$ cat config.mk
export PLATFORM = sky130hd
export DESIGN_NAME = asterix_category_filter
export DESIGN_NICKNAME = d
export VERILOG_FILES = /design/src/sv/acf_pkg.sv /design/src/sv/acf_ctrl.sv /design/src/sv/acf_datapath.sv /design/src/sv/asterix_category_filter.sv
export SDC_FILE = /design/constraint.sdc
export NUM_CORES = 1
export LEC_CHECK = 0
export BUFFER_PORTS_ARGS = -buffer_cell sky130_fd_sc_hd__buf_2
export CAP_MARGIN = 0
export CORE_AREA = 5 5 150 152
export DETAILED_ROUTE_END_ITERATION = 16
export DIE_AREA = 0 0 155 157
export HOLD_SLACK_MARGIN = 0.06
export MAX_ROUTING_LAYER = met4
export PLACE_DENSITY = 0.77
export SYNTH_ARGS = -nofsm -noshare
export SYNTH_HDL_FRONTEND = slang
export SYNTH_HIERARCHICAL = 1
export SYNTH_SLANG_ARGS = --single-unit
$ cat constraint.sdc
create_clock -name aclk -period 3.2 [get_ports aclk]
set_input_delay 0.8 -clock aclk [delete_from_list [all_inputs] [get_ports aclk]]
set_output_delay 0.8 -clock aclk [all_outputs]
set_load 0.01 [all_outputs]
$ cat src/sv/acf_pkg.sv
`timescale 1ns / 1ps

package acf_pkg;

    // sizes of the design
    localparam int PRE_MAX    = 16;
    localparam int HEADER_MAX = 1023;

    localparam int PRE_IDX_W  = (PRE_MAX > 1) ? $clog2(PRE_MAX) : 1;
    localparam int PRE_FILL_W = $clog2(PRE_MAX + 1);

    localparam int HDR_LEN_W  = 10;
    localparam int PRE_LEN_W  = 5;
    localparam int POST_LEN_W = 8;
    localparam int FILT_W     = 9;
    localparam int CFG_IDX_W  = 2;
    localparam int CFG_DATA_W = 10;
    localparam int COUNT_W    = 16;
    localparam int BYTE_W     = 8;

    localparam logic [COUNT_W-1:0] LEN_MIN = COUNT_W'(3);

    // register indexes of the configuration port
    localparam logic [CFG_IDX_W-1:0] REG_HEADER_LENGTH   = 2'd0;
    localparam logic [CFG_IDX_W-1:0] REG_PRE_LENGTH      = 2'd1;
    localparam logic [CFG_IDX_W-1:0] REG_POST_LENGTH     = 2'd2;
    localparam logic [CFG_IDX_W-1:0] REG_FILTER_CATEGORY = 2'd3;

    typedef enum logic [2:0] {
        PH_HEADER,
        PH_PRE,
        PH_LEN_HI,
        PH_LEN_LO,
        PH_PAYLOAD,
        PH_POST,
        PH_HALT
    } phase_t;

    typedef enum logic [1:0] {
        ST_RUN,
        ST_FLUSH,
        ST_CAT
    } ctrl_state_t;

    typedef struct packed {
        logic [7:0] in_byte;
        logic       stream_end;
    } in_item_t;

    typedef struct packed {
        logic [7:0] out_byte;
        logic       byte_valid;
        logic       record_last;
        logic       record_cut;
        logic       header_short;
        logic       length_bad;
        logic       run_last;
    } out_item_t;

    typedef struct packed {
        logic step;
        logic emit_pre;
        logic emit_cat;
    } ctrl_cmd_t;

    typedef struct packed {
        logic out_free;
        logic flush_req;
        logic idx_last;
    } dp_status_t;

endpackage

$ cat src/sv/acf_ctrl.sv
`timescale 1ns / 1ps

module acf_ctrl (
    input  logic                aclk,
    input  logic                aresetn,
    input  logic                s_valid,
    output logic                s_ready,
    input  acf_pkg::dp_status_t status,
    output acf_pkg::ctrl_cmd_t  cmd
);
    import acf_pkg::*;

    ctrl_state_t state_reg;
    ctrl_state_t state_next;

    always_ff @(posedge aclk) begin
        if (!aresetn) begin
            state_reg <= ST_RUN;
        end else begin
            state_reg <= state_next;
        end
    end

    // next state
    always_comb begin
        state_next = state_reg;
        case (state_reg)
            ST_RUN: begin
                if (s_valid && status.out_free && status.flush_req) begin
                    state_next = ST_FLUSH;
                end
            end
            ST_FLUSH: begin
                if (status.out_free && status.idx_last) begin
                    state_next = ST_CAT;
                end
            end
            ST_CAT: begin
                if (status.out_free) begin
                    state_next = ST_RUN;
                end
            end
            default: begin
                state_next = ST_RUN;
            end
        endcase
    end

    // outputs
    always_comb begin
        s_ready      = 1'b0;
        cmd.step     = 1'b0;
        cmd.emit_pre = 1'b0;
        cmd.emit_cat = 1'b0;
        case (state_reg)
            ST_RUN: begin
                s_ready  = status.out_free;
                cmd.step = s_valid && status.out_free;
            end
            ST_FLUSH: begin
                cmd.emit_pre = status.out_free;
            end
            ST_CAT: begin
                cmd.emit_cat = status.out_free;
            end
            default: begin
                s_ready = 1'b0;
            end
        endcase
    end

    a_one_cmd: assert property (@(posedge aclk) disable iff (!aresetn)
        $onehot0({cmd.step, cmd.emit_pre, cmd.emit_cat}))
        else $error("more than one datapath command at once");

    a_flush_start: assert property (@(posedge aclk) disable iff (!aresetn)
        (cmd.step && status.flush_req) |=> (state_reg == ST_FLUSH))
        else $error("held pre bytes not flushed");

    a_flush_end: assert property (@(posedge aclk) disable iff (!aresetn)
        (cmd.emit_pre && status.idx_last) |=> (state_reg == ST_CAT))
        else $error("category byte not sent after pre bytes");

    a_cat_done: assert property (@(posedge aclk) disable iff (!aresetn)
        cmd.emit_cat |=> (state_reg == ST_RUN))
        else $error("controller stuck after category byte");

endmodule

$ cat src/sv/acf_datapath.sv
`timescale 1ns / 1ps

module acf_datapath (
    input  logic                                  aclk,
    input  logic                                  aresetn,
    input  logic                                  cfg_wr_en,
    input  logic [acf_pkg::CFG_IDX_W-1:0]         cfg_index,
    input  logic [acf_pkg::CFG_DATA_W-1:0]        cfg_wdata,
    input  acf_pkg::in_item_t                     s_data,
    input  acf_pkg::ctrl_cmd_t                    cmd,
    output acf_pkg::dp_status_t                   status,
    output logic                                  m_valid,
    input  logic                                  m_ready,
    output acf_pkg::out_item_t                    m_data
);
    import acf_pkg::*;

    // configuration
    logic [HDR_LEN_W-1:0]  header_length_reg;
    logic [PRE_LEN_W-1:0]  pre_length_reg;
    logic [POST_LEN_W-1:0] post_length_reg;
    logic signed [FILT_W-1:0] filter_category_reg;

    // record state
    phase_t                phase_reg,        phase_next;
    logic [COUNT_W-1:0]    byte_count_reg,   byte_count_next;
    logic [COUNT_W-1:0]    block_length_reg, block_length_next;
    logic                  keep_reg,         keep_next;
    logic [PRE_FILL_W-1:0] pre_fill_reg,     pre_fill_next;
    logic [PRE_IDX_W-1:0]  idx_reg;
    logic [BYTE_W-1:0]     cat_byte_reg;
    logic [BYTE_W-1:0]     pre_store [PRE_MAX];

    logic                  out_valid_reg;
    out_item_t             out_data_reg;

    // decode of the offered item
    logic [HDR_LEN_W-1:0]  hlen;
    logic [PRE_LEN_W-1:0]  plen;
    phase_t                eff_phase;
    logic [BYTE_W-1:0]     b;
    logic                  cat_kept;
    logic [FILT_W-1:0]     filt_mag;
    logic                  pre_wr;
    logic                  emit_now;
    out_item_t             emit_item;
    logic                  flush_req;
    logic [COUNT_W-1:0]    bc_inc;
    logic [COUNT_W-1:0]    bl_full;
    logic                  done;

    always_comb begin
        hlen = (header_length_reg > HDR_LEN_W'(HEADER_MAX)) ?
               HDR_LEN_W'(HEADER_MAX) : header_length_reg;
        plen = (pre_length_reg > PRE_LEN_W'(PRE_MAX)) ?
               PRE_LEN_W'(PRE_MAX) : pre_length_reg;
    end

    always_comb begin
        filt_mag = FILT_W'(-filter_category_reg);
        b        = s_data.in_byte;
        if (filter_category_reg > 0) begin
            cat_kept = (filter_category_reg[BYTE_W-1:0] == b);
        end else if (filter_category_reg < 0) begin
            cat_kept = (filt_mag != FILT_W'(b));
        end else begin
            cat_kept = 1'b0;
        end
    end

    always_comb begin
        phase_next        = phase_reg;
        byte_count_next   = byte_count_reg;
        block_length_next = block_length_reg;
        keep_next         = keep_reg;
        pre_fill_next     = pre_fill_reg;
        pre_wr            = 1'b0;
        emit_now          = 1'b0;
        flush_req         = 1'b0;
        emit_item         = '0;
        emit_item.run_last = 1'b1;
        bc_inc            = byte_count_reg + COUNT_W'(1);
        bl_full           = {block_length_reg[COUNT_W-1:BYTE_W], b};
        done              = 1'b0;

        if (phase_reg == PH_HEADER && byte_count_reg >= COUNT_W'(hlen)) begin
            eff_phase = PH_PRE;
        end else begin
            eff_phase = phase_reg;
        end

        if (s_data.stream_end) begin
            emit_now               = 1'b1;
            emit_item.record_cut   = keep_reg;
            emit_item.header_short = (phase_reg == PH_HEADER) &&
                                     (byte_count_reg < COUNT_W'(hlen));
            phase_next        = PH_HEADER;
            byte_count_next   = '0;
            block_length_next = '0;
            keep_next         = 1'b0;
            pre_fill_next     = '0;
        end else begin
            phase_next = eff_phase;
            case (eff_phase)
                PH_HEADER: begin
                    emit_now             = 1'b1;
                    emit_item.out_byte   = b;
                    emit_item.byte_valid = 1'b1;
                    byte_count_next      = bc_inc;
                end
                PH_PRE: begin
                    if (pre_fill_reg < plen) begin
                        pre_wr        = 1'b1;
                        pre_fill_next = pre_fill_reg + PRE_FILL_W'(1);
                    end else begin
                        keep_next  = cat_kept;
                        phase_next = PH_LEN_HI;
                        if (cat_kept) begin
                            if (pre_fill_reg != '0) begin
                                flush_req = 1'b1;
                            end else begin
                                emit_now             = 1'b1;
                                emit_item.out_byte   = b;
                                emit_item.byte_valid = 1'b1;
                            end
                        end
                    end
                end
                PH_LEN_HI: begin
                    block_length_next    = {b, {BYTE_W{1'b0}}};
                    emit_now             = keep_reg;
                    emit_item.out_byte   = b;
                    emit_item.byte_valid = 1'b1;
                    phase_next           = PH_LEN_LO;
                end
                PH_LEN_LO, PH_PAYLOAD: begin
                    if (eff_phase == PH_LEN_LO) begin
                        block_length_next = bl_full;
                    end
                    if (eff_phase == PH_LEN_LO && bl_full < LEN_MIN) begin
                        // bad length: flag it and halt until stream end
                        emit_now             = 1'b1;
                        emit_item.record_cut = keep_reg;
                        emit_item.length_bad = 1'b1;
                        keep_next            = 1'b0;
                        pre_fill_next        = '0;
                        phase_next           = PH_HALT;
                    end else begin
                        if (eff_phase == PH_LEN_LO) begin
                            done = (LEN_MIN >= bl_full);
                        end else begin
                            done = (bc_inc >= block_length_reg);
                        end
                        emit_now              = keep_reg;
                        emit_item.out_byte    = b;
                        emit_item.byte_valid  = 1'b1;
                        emit_item.record_last = done && (post_length_reg == '0);
                        if (!done) begin
                            phase_next      = PH_PAYLOAD;
                            byte_count_next = (eff_phase == PH_LEN_LO) ? LEN_MIN : bc_inc;
                        end else if (post_length_reg == '0) begin
                            phase_next      = PH_PRE;
                            pre_fill_next   = '0;
                            keep_next       = 1'b0;
                            byte_count_next = '0;
                        end else begin
                            phase_next      = PH_POST;
                            byte_count_next = '0;
                        end
                    end
                end
                PH_POST: begin
                    done                  = (bc_inc >= COUNT_W'(post_length_reg));
                    emit_now              = keep_reg;
                    emit_item.out_byte    = b;
                    emit_item.byte_valid  = 1'b1;
                    emit_item.record_last = done;
                    if (done) begin
                        phase_next      = PH_PRE;
                        pre_fill_next   = '0;
                        keep_next       = 1'b0;
                        byte_count_next = '0;
                    end else begin
                        byte_count_next = bc_inc;
                    end
                end
                default: begin
                    phase_next = phase_reg;
                end
            endcase
        end
    end

    always_comb begin
        status.out_free  = !out_valid_reg || m_ready;
        status.flush_req = flush_req;
        status.idx_last  = (pre_fill_reg == (PRE_FILL_W'(idx_reg) + PRE_FILL_W'(1)));
    end

    // configuration writes
    always_ff @(posedge aclk) begin
        if (!aresetn) begin
            header_length_reg   <= '0;
            pre_length_reg      <= '0;
            post_length_reg     <= '0;
            filter_category_reg <= '0;
        end else if (cfg_wr_en) begin
            case (cfg_index)
                REG_HEADER_LENGTH:   header_length_reg   <= cfg_wdata[HDR_LEN_W-1:0];
                REG_PRE_LENGTH:      pre_length_reg      <= cfg_wdata[PRE_LEN_W-1:0];
                REG_POST_LENGTH:     post_length_reg     <= cfg_wdata[POST_LEN_W-1:0];
                REG_FILTER_CATEGORY: filter_category_reg <= cfg_wdata[FILT_W-1:0];
                default: begin
                    header_length_reg <= header_length_reg;
                end
            endcase
        end
    end

    // record state
    always_ff @(posedge aclk) begin
        if (!aresetn) begin
            phase_reg        <= PH_HEADER;
            byte_count_reg   <= '0;
            block_length_reg <= '0;
            keep_reg         <= 1'b0;
            pre_fill_reg     <= '0;
            idx_reg          <= '0;
        end else if (cmd.step) begin
            phase_reg        <= phase_next;
            byte_count_reg   <= byte_count_next;
            block_length_reg <= block_length_next;
            keep_reg         <= keep_next;
            pre_fill_reg     <= pre_fill_next;
            idx_reg          <= '0;
        end else if (cmd.emit_pre) begin
            idx_reg <= idx_reg + PRE_IDX_W'(1);
        end
    end

    always_ff @(posedge aclk) begin
        if (cmd.step && pre_wr) begin
            pre_store[pre_fill_reg[PRE_IDX_W-1:0]] <= b;
        end
        if (cmd.step && flush_req) begin
            cat_byte_reg <= b;
        end
    end

    // output register
    always_ff @(posedge aclk) begin
        if (!aresetn) begin
            out_valid_reg <= 1'b0;
        end else if ((cmd.step && emit_now) || cmd.emit_pre || cmd.emit_cat) begin
            out_valid_reg <= 1'b1;
        end else if (m_ready) begin
            out_valid_reg <= 1'b0;
        end
    end

    always_ff @(posedge aclk) begin
        if (cmd.step && emit_now) begin
            out_data_reg <= emit_item;
        end else if (cmd.emit_pre) begin
            out_data_reg <= '{out_byte: pre_store[idx_reg], byte_valid: 1'b1,
                              default: 1'b0};
        end else if (cmd.emit_cat) begin
            out_data_reg <= '{out_byte: cat_byte_reg, byte_valid: 1'b1,
                              run_last: 1'b1, default: 1'b0};
        end
    end

    assign m_valid = out_valid_reg;
    assign m_data  = out_data_reg;

endmodule

$ cat src/sv/asterix_category_filter.sv
`timescale 1ns / 1ps
// output: a result sits in the output register in the cycle after its request is taken
// rate: one request per cycle outside a flush while results drain, one result per cycle
// a kept category byte with n held pre bytes holds the input while they are sent:
// its own request loads nothing, then n + 1 results load in order (flush sequencer)
// reset: synchronous active-low aresetn clears state, configuration and m_valid

module asterix_category_filter (
    input  logic                           aclk,
    input  logic                           aresetn,
    // configuration write port
    input  logic                           cfg_wr_en,
    input  logic [acf_pkg::CFG_IDX_W-1:0]  cfg_index,
    input  logic [acf_pkg::CFG_DATA_W-1:0] cfg_wdata,
    // byte requests in
    input  logic                           s_valid,
    output logic                           s_ready,
    input  acf_pkg::in_item_t              s_data,
    // results out
    output logic                           m_valid,
    input  logic                           m_ready,
    output acf_pkg::out_item_t             m_data
);
    import acf_pkg::*;

    // commands from the sequencer, status back from the datapath
    ctrl_cmd_t  cmd;
    dp_status_t status;

    // sequencer: takes requests, then walks the held pre bytes out
    // ahead of a kept category byte
    acf_ctrl u_ctrl (
        .aclk    (aclk),
        .aresetn (aresetn),
        .s_valid (s_valid),
        .s_ready (s_ready),
        .status  (status),
        .cmd     (cmd)
    );

    // datapath: record parser, pre byte store, filter compare,
    // configuration registers and the output register
    acf_datapath u_dp (
        .aclk      (aclk),
        .aresetn   (aresetn),
        .cfg_wr_en (cfg_wr_en),
        .cfg_index (cfg_index),
        .cfg_wdata (cfg_wdata),
        .s_data    (s_data),
        .cmd       (cmd),
        .status    (status),
        .m_valid   (m_valid),
        .m_ready   (m_ready),
        .m_data    (m_data)
    );

endmodule
==> impl_summary.txt, run 1 <==
----------------------------------------------------
[Detailed routing]
  Routed via count ... around 8500
  Number of optimization iterations in the first detailed-route pass ... 7
  Via count normalized by instance count ... around 6.1
  Routed Antenna Nets ... 0
  Post-detailed-route wirelength per cell ... approximately 22 um
  Final routed wirelength across all metal layers ... ~31000 um
  # DRC ... 0
  Detailed Route Iter0 Violations ... around 800

[Timing]
  Tightest hold margin ... a little over 0.5 ns
  Max-slew violation count ... 0
  Unrepaired setup endpoints after global routing ... yes
  Clk_skew ... around 0.021 ns
  Worst Tran Pin Value ... about 0.7 ns
  Hold violation count in the final report ... 0
  Fmax ... roughly 310 MHz
  Setup violators final ... 1
  Worst Setup Slack, final ... -0.02599 ns
  Max-Slew Margin vs Limit ... between 50% and 60%
  Total negative setup slack ... -0.02599 ns
  Crit path time final ... ~3.2 ns
  Final critical-path share of the clock period ... 100.8%

[Worst setup path]
  Worst R2R Path Depth ... 14
  Kind of end point of the critical path ... register
  Max stage delay on crit path ... roughly 0.52 ns
  Worst reg2reg path endpoint ... u_dp/pre_fill_reg[3]$_SDFFE_PN0P_
  Endpoint required time on the critical path ... roughly 3.6 ns
  Ordered cell list for the critical path ... and4_4 > nand2_2 > and2_4 > or2_4 > ha_4 > a21o_1 > a21o_1 > a21oi_2 > nand4_1 > buf_4 > or4b_4 > a31oi_4 > nand2_1 > a31oi_1
  Crit Reg-Reg Startpoint ... u_dp/byte_count_reg[0]$_SDFFE_PN0P_
  Worst Path Max Fanout ... 6
  CP startpoint kind ... register
  Category of the critical setup timing path ... reg -> reg
  Data arrival time of the worst path ... 3.65 ns
  Worst setup slack for register-to-register paths ... -0.03 ns
  Cell repeated most along the worst path ... sky130_fd_sc_hd__a21o_1
  Worst path slowest cell ... sky130_fd_sc_hd__or4b_4

[Logic synthesis]
  Mean instance size in the synthesized netlist ... ~12 sq um
  Post-synthesis simple-gate area fraction ... roughly 15%
  Share of synthesized registers carrying an async set or reset ... 0%
  Top cells by area, synth ... sky130_fd_sc_hd__edfxtp_1 (39%), sky130_fd_sc_hd__dfxtp_1 (15%), sky130_fd_sc_hd__mux4_2 (7.9%)
  Number of enable flip-flop cells after synthesis ... 149
  Synth warn ... 6
  Xor/xnor share of the synthesized area ... ~2.1%
  Number of instances in the synthesized netlist ... 959
  Most common flop cell mapped by yosys ... sky130_fd_sc_hd__edfxtp_1
  Area fraction in compound gates after synthesis ... under 10%
  Largest family of logic cells by synthesized area ... simple AND/OR/NAND/NOR gates
  Post-synth cell types ... between 80 and 90
  Mux share of post-synthesis cell area ... about a tenth
  Post-Synthesis Net Count ... ~1000
  Cell type with the largest total area after synthesis ... sky130_fd_sc_hd__edfxtp_1
  Number of register bits inferred by synthesis ... 234
  Share of the synthesized area in the top cell type ... between 30 and 40%
  Post-Syn Area ... ~11000 sq um
  Register area share after synthesis ... a little over half
  Area share of fa/ha/maj cells after synthesis ... 5.022%

[Global route]
  Global routing met2 resource utilization ... between 40% and 50%
  Maximum number of pins on one net before global-route repair ... 33
  Wire length of the first global-routing pass ... 46850 um
  Met1 global-route usage ... between 30% and 40%
  Initial antenna violation count ... 1
  Vias in the first global route ... ~8200
  Global-route met3 utilization ... around 4.2%
  Global-route usage over all layers ... about 25%
  Total global routing overflow ... 0
  Highest-utilization routing layer at the global route stage ... met2

[Placed design]
  Routability Congestion ... between 0.9 and 1
  Input/output buffers ... 41
  Dpl hpwl ... around 21000 um
  Post-placement cell area ... 12890 sq um

[Floorplanning]
  Die outline area ... ~24000 sq um
  Die extent in y ... 157 um
  Standard-cell rows ... 53
  Initial core utilization ... a little over half
  X dimension of the die ... about 160 um
  Area of the placeable core ... 20890 sq um
  I/O pin total ... 42

[Power]
  Power per unit of standard cell area ... 483.4 nW/um^2
  Comb pwr share ... a little under a tenth
  Largest voltage drop on the vdd net ... roughly 0.00026 V
  Share of total power in the clock network ... 43.5%
  Internal power summed over all cells ... roughly 0.0054 W
  Proportion of total power due to net switching ... 22.95%
  Share of power burned in registers ... between 40% and 50%
  Static power due to leakage ... 5.297 nW
  Overall Power ... 0.006964 W
  Sw Pwr ... between 0.0015 and 0.002 W

[Layout]
  Fin area ... between 10000 and 15000 sq um
  Final Net Count ... around 1200
  Max reg flops ... ~130
  Fraction of final layout cells sized beyond drive strength 1 ... around a third
  Area delta synth->final ... 25.70%

[CTS]
  Maximum buffer depth of the clock tree ... 3
  TritonCTS sink count ... 234
  Clock insertion delay at the later pin of the skew report ... 0.52 ns
  Count of hold buffers inserted by post-cts repair ... 0
  Root buffer cell ... sky130_fd_sc_hd__clkbuf_16
  H-Tree Level Count ... 1
  Clock tree from TritonCTS ... done
  Total clock buffers created by CTS ... 25
  Clock slew at the register clock pins of the worst setup and hold paths ... roughly 0.060 ns

[Min path]
  Hold_sp ... u_dp/byte_count_reg[4]$_SDFFE_PN0P_
  Terminating pin of the worst hold path ... u_dp/byte_count_reg[4]$_SDFFE_PN0P_
  WHS Path Cells ... 2
  Class of the worst hold path ... reg -> reg

[Outcome]
  Violated checks ... negative setup slack
  Status ... finished, violations left

[Run]
  Max capacitance violation total ... 0

----------------------------------------------------
-- synthesized netlist by cell type (14+ instances only) --
cell,number
sky130_fd_sc_hd__a21oi_1,45
sky130_fd_sc_hd__a22oi_1,19
sky130_fd_sc_hd__clkbuf_1,25
sky130_fd_sc_hd__dfxtp_1,85
sky130_fd_sc_hd__edfxtp_1,149
sky130_fd_sc_hd__ha_1,46
sky130_fd_sc_hd__inv_1,47
sky130_fd_sc_hd__mux2i_1,25
sky130_fd_sc_hd__mux4_2,40
sky130_fd_sc_hd__nand2_1,78
sky130_fd_sc_hd__nand3_1,18
sky130_fd_sc_hd__nor2_1,75
sky130_fd_sc_hd__nor2b_1,31
sky130_fd_sc_hd__nor4_1,14
sky130_fd_sc_hd__o21ai_0,20
sky130_fd_sc_hd__xnor2_1,17
-- cells in the final DEF (no fill, tap or decap), drive strengths merged, types with 29 or more instances in the layout --
master / n
ha: 46
edfxtp: 149
buf: 169
inv: 48
nand2: 78
mux4: 40
a21oi: 48
nor2: 77
o21ai: 29
nor2b: 31
clkbuf: 35
dfxtp: 85
-- worst max path at each step --
stage,cells after the start,from,to,slack [ns]
CTS,12,u_dp/header_length_reg[7]$_SDFFE_PN0P_,u_dp/m_data[12]$_DFFE_PP_,0.002
floorplan,11,s_data[5],u_dp/pre_store[0][0]$_DFFE_PP_,-0.009
global placement,10,s_data[8],u_dp/m_data[9]$_DFFE_PP_,-0.20
detailed placement,11,s_data[8],u_dp/pre_store[0][1]$_DFFE_PP_,-0.27
global route,14,u_dp/byte_count_reg[1]$_SDFFE_PN0P_,u_dp/pre_fill_reg[3]$_SDFFE_PN0P_,-0.20
finish,14,u_dp/byte_count_reg[0]$_SDFFE_PN0P_,u_dp/pre_fill_reg[3]$_SDFFE_PN0P_,-0.03
-- worst max-delay path, delay by kind of cell, from the launching register on --
kind / cells / cell delay, ns
buffers and inverters: 1 / 0.19
AO/OA/AOI/OAI: 5 / 0.87
adder cells (fa/ha/maj): 1 / 0.22
flip-flops: 1 / 0.38
AND/OR/NAND/NOR: 7 / 1.46
-- stage by stage --
step                      util [%]  instances  setup WS, ns
after floorplan                  -        959     -0.008764
after global placement       61.73       1334       -0.1972
after CTS                    66.85       1382      0.001712
after global routing         68.97       1402       -0.1968
after detailed placement     61.73       1334       -0.2736
final                        68.97       1402      -0.02599
-- power groups by stage --
stage,registers [W],logic [W],clock network [W]
after floorplan,0.00335,0.000334,0
after global placement,0.00334,0.000588,0
after detailed placement,0.00335,0.000598,0
after CTS,0.00328,0.000617,0.00307
after global routing,0.00328,0.000697,0.00321
final,0.00328,0.000657,0.00303
-- what timing repair did --
| action | CTS | global route |
|---|---|---|
| gates resized for setup | 43 | 67 |
| endpoints found under the setup margin | 160 | 182 |
| cloned | 1 | 0 |
| pin swaps | 15 | 62 |
| setup buffers | 1 | 19 |
-- cells by family (layout without fill, tap and decap cells) --
| family | after synthesis | in the layout |
|---|---|---|
| AO/OA/AOI/OAI | 163 | 163 |
| AND/OR/NAND/NOR | 325 | 325 |
| XOR/XNOR | 28 | 28 |
| flip-flops | 234 | 234 |
| multiplexers | 66 | 66 |
| buffers and inverters | 97 | 264 |
| other | 0 | 1 |
| adder cells (fa/ha/maj) | 46 | 46 |
-- final cells by class --
type / instances / area [sq um]
repair buffers: 170 / 1415
diodes: 1 / 2.502
clock buffers: 34 / 730.7
flip-flops and latches: 234 / 6211
fillers: 1428 / 6482
inverters: 48 / 180.2
multi-input cells: 628 / 5378
well taps: 275 / 344.1
clock inverters: 12 / 145.1
-- routing by layer --
metal  routed length [um]  vias up
li1                     -     3876
met1                12770     4164
met2                15230      392
met3                 2537       66
met4                  896        0
met5                    0        -
Note: power is estimated with default switching activity, not from simulation.
==> inputs of run 2 (changes only) <==
Settings changed: CORE_AREA 5 5 150 152 to 5 5 145 147, DIE_AREA 0 0 155 157 to 0 0 150 152, PLACE_DENSITY 0.77 to 0.78.
Clock period 3.2 ns to 3.5 ns, I/O delays scaled along.
==> run 2 against run 1 <==
The flow now finishes without violations. Critical path depth fell by 4. Clock-buffer cell count down 5. Largest cell class unchanged. Clock power decreased by 11%. Cell count down 4.9%. Hold slack lost 0.019 ns. Register-to-register slack improved by 0.19 ns. Sequential share of layout area is 3.7 points higher. Cell area decreased by 8.2%. Setup slack improved by 0.19 ns. Combinational power shrank 20%. Critical path type unchanged. Via count shrank 4.0%.
==> impl_summary.txt, run 2 (synthesis gave the netlist of run 1 again) <==
----------------------------------------------------
[Layout]
  Final Net Count ... 1118 (-5.2%)
  Fin area ... 13230 sq um (-8.2%)
  Most common cell after layout, fill and taps aside ... sky130_fd_sc_hd__edfxtp_1
  Max reg flops ... 128 (unchanged)
  Diodes inserted ... 0 (-1)
  Most used cells in the layout excluding fill and tap cells ... sky130_fd_sc_hd__edfxtp_1 (149), sky130_fd_sc_hd__nand2_1 (78), sky130_fd_sc_hd__dfxtp_1 (75), sky130_fd_sc_hd__nor2_1 (75), sky130_fd_sc_hd__buf_4 (67)
  Fraction of final layout cells sized beyond drive strength 1 ... 22.93% (-10 points)
  Area delta synth->final ... 15.45%

[Timing]
  Worst Setup Slack, final ... 0.1666 ns (+0.1926 ns)
  Hold violation count in the final report ... 0 (unchanged)
  Setup violators final ... 0 (-1)
  Tightest hold margin ... 0.4988 ns (-0.01873 ns)
  Clk_skew ... 0.01221 ns (-0.008851 ns)
  Unrepaired setup endpoints after global routing ... no
  Max-Slew Margin vs Limit ... 43.37% (-8.5 points)
  Max-slew violation count ... 0 (unchanged)
  Worst Tran Pin Value ... 0.8495 ns (+0.1375 ns)
  Crit path time final ... 3.333 ns (+0.1074 ns)
  Fmax ... 300.0 MHz (-3.2%)
  Final critical-path share of the clock period ... 95.24% (-5.6 points)

[Floorplanning]
  Area of the placeable core ... 19780 sq um (-5.3%)
  I/O pin total ... 42 (unchanged)
  Die extent in y ... 152 um (-3.2%)
  X dimension of the die ... 150 um (-3.2%)
  Standard-cell rows ... 52 (-1.9%)
  Die outline area ... 22800 sq um (-6.3%)
  Initial core utilization ... 57.95% (+3.1 points)

[Worst setup path]
  CP startpoint kind ... register
  Category of the critical setup timing path ... reg -> reg
  Kind of end point of the critical path ... register
  Crit Reg-Reg Startpoint ... u_dp/byte_count_reg[7]$_SDFFE_PN0P_
  Ordered cell list for the critical path ... ha_1 > a21oi_1 > o2111ai_1 > or3_1 > or4_4 > a211oi_2 > and2_2 > nand2_1 > nor2_1 > buf_4
  Endpoint required time on the critical path ... 3.72 ns (+0.09 ns)
  Max stage delay on crit path ... 0.56 ns (+0.04 ns)
  WP buf/inv ... 1 (unchanged)
  Kind of cell adding the most delay to the critical path ... simple AND/OR/NAND/NOR gates
  Worst R2R Path Depth ... 10 (-4)
  Worst path slowest cell ... sky130_fd_sc_hd__or4_4
  Worst setup slack for register-to-register paths ... 0.17 ns (+0.19 ns)
  Instance count on the critical path ... 10 (-4)
  End point of the critical path ... u_dp/pre_store[12][4]$_DFFE_PP_
  Worst reg2reg path endpoint ... u_dp/pre_store[12][4]$_DFFE_PP_
  Worst Path Max Fanout ... 8 (+2)
  Startpoint of the worst setup timing path ... u_dp/byte_count_reg[7]$_SDFFE_PN0P_
  Data arrival time of the worst path ... 3.56 ns (-0.09 ns)

[Global route]
  Initial antenna violation count ... 0 (-1)
  Maximum number of pins on one net before global-route repair ... 36 (+9.1%)
  Total global routing overflow ... 0 (unchanged)
  Vias in the first global route ... 7931 (-3.2%)
  Wire length of the first global-routing pass ... 43970 um (-6.2%)
  Global-route usage over all layers ... 25.54% (+0.081 points)

[CTS]
  TritonCTS sink count ... 234 (unchanged)
  Clock insertion delay at the later pin of the skew report ... 0.52 ns (about the same)
  Count of hold buffers inserted by post-cts repair ... 0 (unchanged)
  Clock tree from TritonCTS ... done
  Root buffer cell ... sky130_fd_sc_hd__clkbuf_16
  Clock slew at the register clock pins of the worst setup and hold paths ... 0.06 ns (about the same)
  Total clock buffers created by CTS ... 24 (-4.0%)
  Maximum buffer depth of the clock tree ... 3 (unchanged)
  H-Tree Level Count ... 1 (unchanged)

[Detailed routing]
  Number of optimization iterations in the first detailed-route pass ... 6 (-1)
  Post-detailed-route wirelength per cell ... 21.39 um (-4.6%)
  Final routed wirelength across all metal layers ... 28530 um (-9.2%)
  # DRC ... 0 (unchanged)
  Detailed Route Iter0 Violations ... 809 (+3.2%)
  Routed Antenna Nets ... 0 (unchanged)
  Routed via count ... 8158 (-4.0%)
  Via count normalized by instance count ... 6.115 (+0.89%)

[Power]
  Largest voltage drop on the vdd net ... 0.0002941 V (+12%)
  Static power due to leakage ... 4.817 nW (-9.1%)
  Power per unit of standard cell area ... 470.7 nW/um^2 (-2.6%)

[Placed design]
  Pre-CTS setup slack ... -0.09666 ns (+0.1770 ns)
  Dpl hpwl ... 19630 um (-6.1%)
  Post-placement cell area ... 12310 sq um (-4.5%)
  Routability Congestion ... 0.9111 (-1.8%)
  Input/output buffers ... 41 (unchanged)

[Outcome]
  Status ... finished, final reports clean

[Run]
  Max capacitance violation total ... 0 (unchanged)

[Min path]
  Class of the worst hold path ... reg -> reg
  Hold_sp ... u_dp/keep_reg$_SDFFE_PN0P_

----------------------------------------------------
run 2: cell count changes in the layout (fill, tap and decap cells not counted), moves of 6 or more:
cell | previous run | this run
sky130_fd_sc_hd__nor3_4 | 6 | 0
sky130_fd_sc_hd__ha_4 | 9 | 2
sky130_fd_sc_hd__o21ai_2 | 7 | 1
sky130_fd_sc_hd__buf_12 | 17 | 2
sky130_fd_sc_hd__a21oi_2 | 11 | 3
sky130_fd_sc_hd__a21oi_1 | 35 | 44
sky130_fd_sc_hd__nor2_1 | 60 | 75
sky130_fd_sc_hd__ha_1 | 35 | 44
sky130_fd_sc_hd__buf_4 | 109 | 67
sky130_fd_sc_hd__nor2_4 | 7 | 0
sky130_fd_sc_hd__nor2_2 | 10 | 2
sky130_fd_sc_hd__nand2_1 | 71 | 78
run 2: metal layers:
| metal | global-route usage (%) | part of all wire, % |
|---|---|---|
| met2 | 39.68 | 48 |
| met3 | 4.707 | 8.4 |
| met4 | 8.148 | 3.2 |
| met5 | - | 0 |
| met1 | 34.31 | 40 |
run 2: power breakdown:
part	internal [W]	switching, W
logic	0.000206	0.000319
registers	0.00297	0.0000218
clock network	0.00162	0.00109
run 2: timing repair:
action / in CTS / in global routing
hold endpoints to repair: 0 / 0
resized for setup: 0 / 24
endpoints found under the setup margin: 0 / 151
buffers inserted: 0 / 0
run 2: area by class of cell:
class	count	area (sq um)
well taps	270	337.8
multi-input cells	628	4918
repair buffers	110	748.2
clock buffers	29	640.6
fillers	1420	6548
flip-flops and latches	234	6198
clock inverters	15	207.7
inverters	48	180.2
run 2: worst min-delay path by stage:
stage                                                          end  depth (start not counted)
after global placement                 u_dp/m_data[0]$_SDFFE_PN1P_                          2
after CTS                               u_dp/keep_reg$_SDFFE_PN0P_                          2
final                                   u_dp/keep_reg$_SDFFE_PN0P_                          2
after detailed placement                u_dp/keep_reg$_SDFFE_PN0P_                          2
after global routing                    u_dp/keep_reg$_SDFFE_PN0P_                          2
after floorplan           u_dp/filter_category_reg[8]$_SDFFE_PN0P_                          2
run 2: per-stage QoR:
stage               cells  TNS, ns  total power (W)  utilization (%)
floorplan             959        0         0.003357                -
global placement     1290        0         0.003554            62.25
detailed placement   1290   -8.374         0.003563            62.25
CTS                  1334        0         0.006250            66.54
global route         1334        0         0.006437            66.90
finish               1334        0         0.006228            66.90
run 2: worst reg2reg max path: cells and delay by family (launching register included):
family,cells,cell delay [ns]
fa+ha+maj,1,0.33
simple gates,5,1.57
compound gates,3,0.60
buf+inv,1,0.19
flops,1,0.36
==> inputs of run 3 (changes only) <==
--- a/config.mk
+++ b/config.mk
@@ -9,8 +9,8 @@
 export CAP_MARGIN = 0
-export CORE_AREA = 5 5 145 147
+export CORE_AREA = 5 5 158 160
 export DETAILED_ROUTE_END_ITERATION = 16
-export DIE_AREA = 0 0 150 152
+export DIE_AREA = 0 0 163 165
 export HOLD_SLACK_MARGIN = 0.06
 export MAX_ROUTING_LAYER = met4
-export PLACE_DENSITY = 0.78
+export PLACE_DENSITY = 0.68
 export SYNTH_ARGS = -nofsm -noshare
--- a/constraint.sdc
+++ b/constraint.sdc
@@ -3,2 +3,2 @@
 set_output_delay 0.875 -clock aclk [all_outputs]
-set_load 0.01 [all_outputs]
+set_load 0.1 [all_outputs]
==> run 3 against run 2 <==
Clock skew is 0.0014 ns higher. Largest cell class unchanged. Critical path depth is 1 higher. Sequential power hardly changed. Via count is 2.7% lower. First-iteration DRC count is 23% lower.
==> impl_summary.txt, run 3 (synthesis gave the netlist of run 1 again) <==
----------------------------------------------------
[Floorplanning]
  Initial core utilization ... 49.27% (-8.7 points)
  X dimension of the die ... 163 um (+8.7%)
  Area of the placeable core ... 23260 sq um (+18%)
  Die outline area ... 26900 sq um (+18%)
  I/O pin total ... 42 (unchanged)
  Die extent in y ... 165 um (+8.6%)
  Standard-cell rows ... 56 (+7.7%)

[CTS]
  Clock insertion delay at the later pin of the skew report ... 0.53 ns (about the same)
  Clock tree from TritonCTS ... done
  Root buffer cell ... sky130_fd_sc_hd__clkbuf_16
  Total clock buffers created by CTS ... 26 (+8.3%)
  TritonCTS sink count ... 234 (unchanged)
  Clock slew at the register clock pins of the worst setup and hold paths ... 0.06 ns (about the same)
  H-Tree Level Count ... 1 (unchanged)
  Count of hold buffers inserted by post-cts repair ... 0 (unchanged)
  Maximum buffer depth of the clock tree ... 3 (unchanged)

[Global route]
  Vias in the first global route ... 7763 (-2.1%)
  Initial antenna violation count ... 0 (unchanged)
  Total global routing overflow ... 0 (unchanged)
  Maximum number of pins on one net before global-route repair ... 36 (unchanged)
  Global-route usage over all layers ... 21.53% (-4.0 points)
  Wire length of the first global-routing pass ... 43700 um (-0.61%)

[Worst setup path]
  Data arrival time of the worst path ... 3.66 ns (+0.10 ns)
  Category of the critical setup timing path ... reg -> reg
  Endpoint required time on the critical path ... 3.74 ns (+0.02 ns)
  CP startpoint kind ... register
  Worst Path Max Fanout ... 8 (unchanged)
  Kind of end point of the critical path ... register

[Power]
  Power per unit of standard cell area ... 455.2 nW/um^2 (-3.3%)
  Share of power burned in registers ... 48.4% (+0.3 points)
  Static power due to leakage ... 4.896 nW (+1.6%)
  Sw Pwr ... 0.001509 W (+5.8%)
  Comb pwr share ... 10.1% (+1.7 points)
  Proportion of total power due to net switching ... 24.30% (+1.4 points)
  Largest voltage drop on the vdd net ... 0.0002882 V (-2.0%)
  Internal power summed over all cells ... 0.004701 W (-2.1%)
  Share of total power in the clock network ... 41.4% (-2.1 points)

[Detailed routing]
  Routed via count ... 7934 (-2.7%)
  Via count normalized by instance count ... 5.683 (-7.1%)
  Met3 layer wire length in the routed design ... 1727 um (-28%)
  # DRC ... 0 (unchanged)
  Post-detailed-route wirelength per cell ... 19.66 um (-8.1%)
  Detailed Route Iter0 Violations ... 621 (-23%)
  Detail Route met2 WL ... 12580 um (-9.0%)
  Routed Antenna Nets ... 0 (unchanged)
  Number of optimization iterations in the first detailed-route pass ... 5 (-1)
  Met1 Routed Length ... 12500 um (+9.6%)
  Final routed wirelength across all metal layers ... 27450 um (-3.8%)
  Uppermost layer routed ... met4

[Layout]
  Layout filler cell count ... 1900 (+34%)
  Area delta synth->final ... 19.04%
  Final Net Count ... 1129 (+0.98%)
  Count of non-filler cells in the finished layout ... 1396 (+4.6%)
  Max reg flops ... 128 (unchanged)
  Fraction of final layout cells sized beyond drive strength 1 ... 24.51% (+1.6 points)
  Most used cells in the layout excluding fill and tap cells ... sky130_fd_sc_hd__edfxtp_1 (149), sky130_fd_sc_hd__dfxtp_1 (78), sky130_fd_sc_hd__nand2_1 (76)
  Most common cell after layout, fill and taps aside ... sky130_fd_sc_hd__edfxtp_1
  Diodes inserted ... 0 (unchanged)

[Placed design]
  Dpl hpwl ... 19690 um (+0.29%)
  Placed insts ... 1347 (+4.4%)
  Input/output buffers ... 41 (unchanged)
  Routability Congestion ... 0.9181 (+0.77%)

[Timing]
  Clk_skew ... 0.01362 ns (+0.001412 ns)
  Hold violation count in the final report ... 0 (unchanged)
  Max-slew violation count ... 0 (unchanged)
  Max-Slew Margin vs Limit ... 46.12% (+2.7 points)
  Setup violators final ... 0 (unchanged)
  Crit path time final ... 3.415 ns (+0.08141 ns)
  Tightest hold margin ... 0.4961 ns (-0.002746 ns)
  Final critical-path share of the clock period ... 97.57% (+2.3 points)
  Fmax ... 292.8 MHz (-2.4%)
  Worst Tran Pin Value ... 0.8016 ns (-0.04792 ns)
  Total negative setup slack ... 0 ns (unchanged)

[Min path]
  Class of the worst hold path ... reg -> reg

[Run]
  Max capacitance violation total ... 0 (unchanged)

[Outcome]
  Status ... finished, final reports clean

----------------------------------------------------
==> run 3: worst paths after layout <==
check	cells past startpoint	startpoint	to	slack, ns
hold reg to reg	2	u_dp/keep_reg$_SDFFE_PN0P_	u_dp/keep_reg$_SDFFE_PN0P_	0.50
setup reg to reg	11	u_dp/header_length_reg[7]$_SDFFE_PN0P_	u_dp/pre_store[14][0]$_DFFE_PP_	0.09
hold / removal	2	u_dp/keep_reg$_SDFFE_PN0P_	u_dp/keep_reg$_SDFFE_PN0P_	0.50
setup / recovery	11	u_dp/header_length_reg[7]$_SDFFE_PN0P_	u_dp/pre_store[14][0]$_DFFE_PP_	0.09
==> run 3: metal layers <==
layer / vias up / global-route usage (%)
li1: 3773 / -
met1: 3860 / 29.80
met2: 261 / 33.81
met3: 40 / 3.469
met4: 0 / 5.147
met5: - / -
==> run 3: power by group through the flow <==
stage	registers [W]	logic, W	clock network, W
floorplan	0.00315	0.000312	0
global placement	0.00306	0.000610	0
detailed placement	0.00307	0.000616	0
CTS	0.00301	0.000618	0.00263
global route	0.00301	0.000679	0.00277
finish	0.00301	0.000630	0.00257
==> run 3: worst max-delay path, cell delays in order (launching register included) <==
cell and delay (ns):
sky130_fd_sc_hd__dfxtp_1 0.30, sky130_fd_sc_hd__inv_1 0.05, sky130_fd_sc_hd__ha_1 0.29, sky130_fd_sc_hd__a21oi_1 0.21
sky130_fd_sc_hd__o2111ai_1 0.21, sky130_fd_sc_hd__or3_1 0.43, sky130_fd_sc_hd__or4_4 0.57, sky130_fd_sc_hd__a211oi_2 0.23
sky130_fd_sc_hd__and2_2 0.27, sky130_fd_sc_hd__nand2_1 0.20, sky130_fd_sc_hd__nor2_2 0.21, sky130_fd_sc_hd__buf_12 0.15
==> run 3: area by class of cell <==
cell class              instances  area [sq um]  share of cell area, %
clock inverters                14         111.4                 0.8162
clock buffers                  34         710.7                  5.209
inverters                      48         180.2                  1.321
repair buffers                119          1032                  7.566
flip-flops and latches        234          6190                  45.37
well taps                     319         399.1                  2.926
multi-input cells             628          5020                  36.79
==> run 3: per-stage QoR <==
step | area, sq um | total power, W | worst slack, ns | util, %
CTS | 13580 | 0.006260 | 0.01296 | 58.36
finish | 13640 | 0.006210 | 0.08522 | 58.65
floorplan | 11570 | 0.003466 | -0.03519 | -
global route | 13640 | 0.006457 | -0.02470 | 58.65
global placement | 12750 | 0.003675 | -0.06187 | 54.81
detailed placement | 12750 | 0.003681 | -0.07487 | 54.81
==> run 3: what timing repair did <==
item	in CTS	in global routing
setup buffers	0	1
resized for setup	1	17
pin swaps	1	5
setup endpoints to repair	4	101
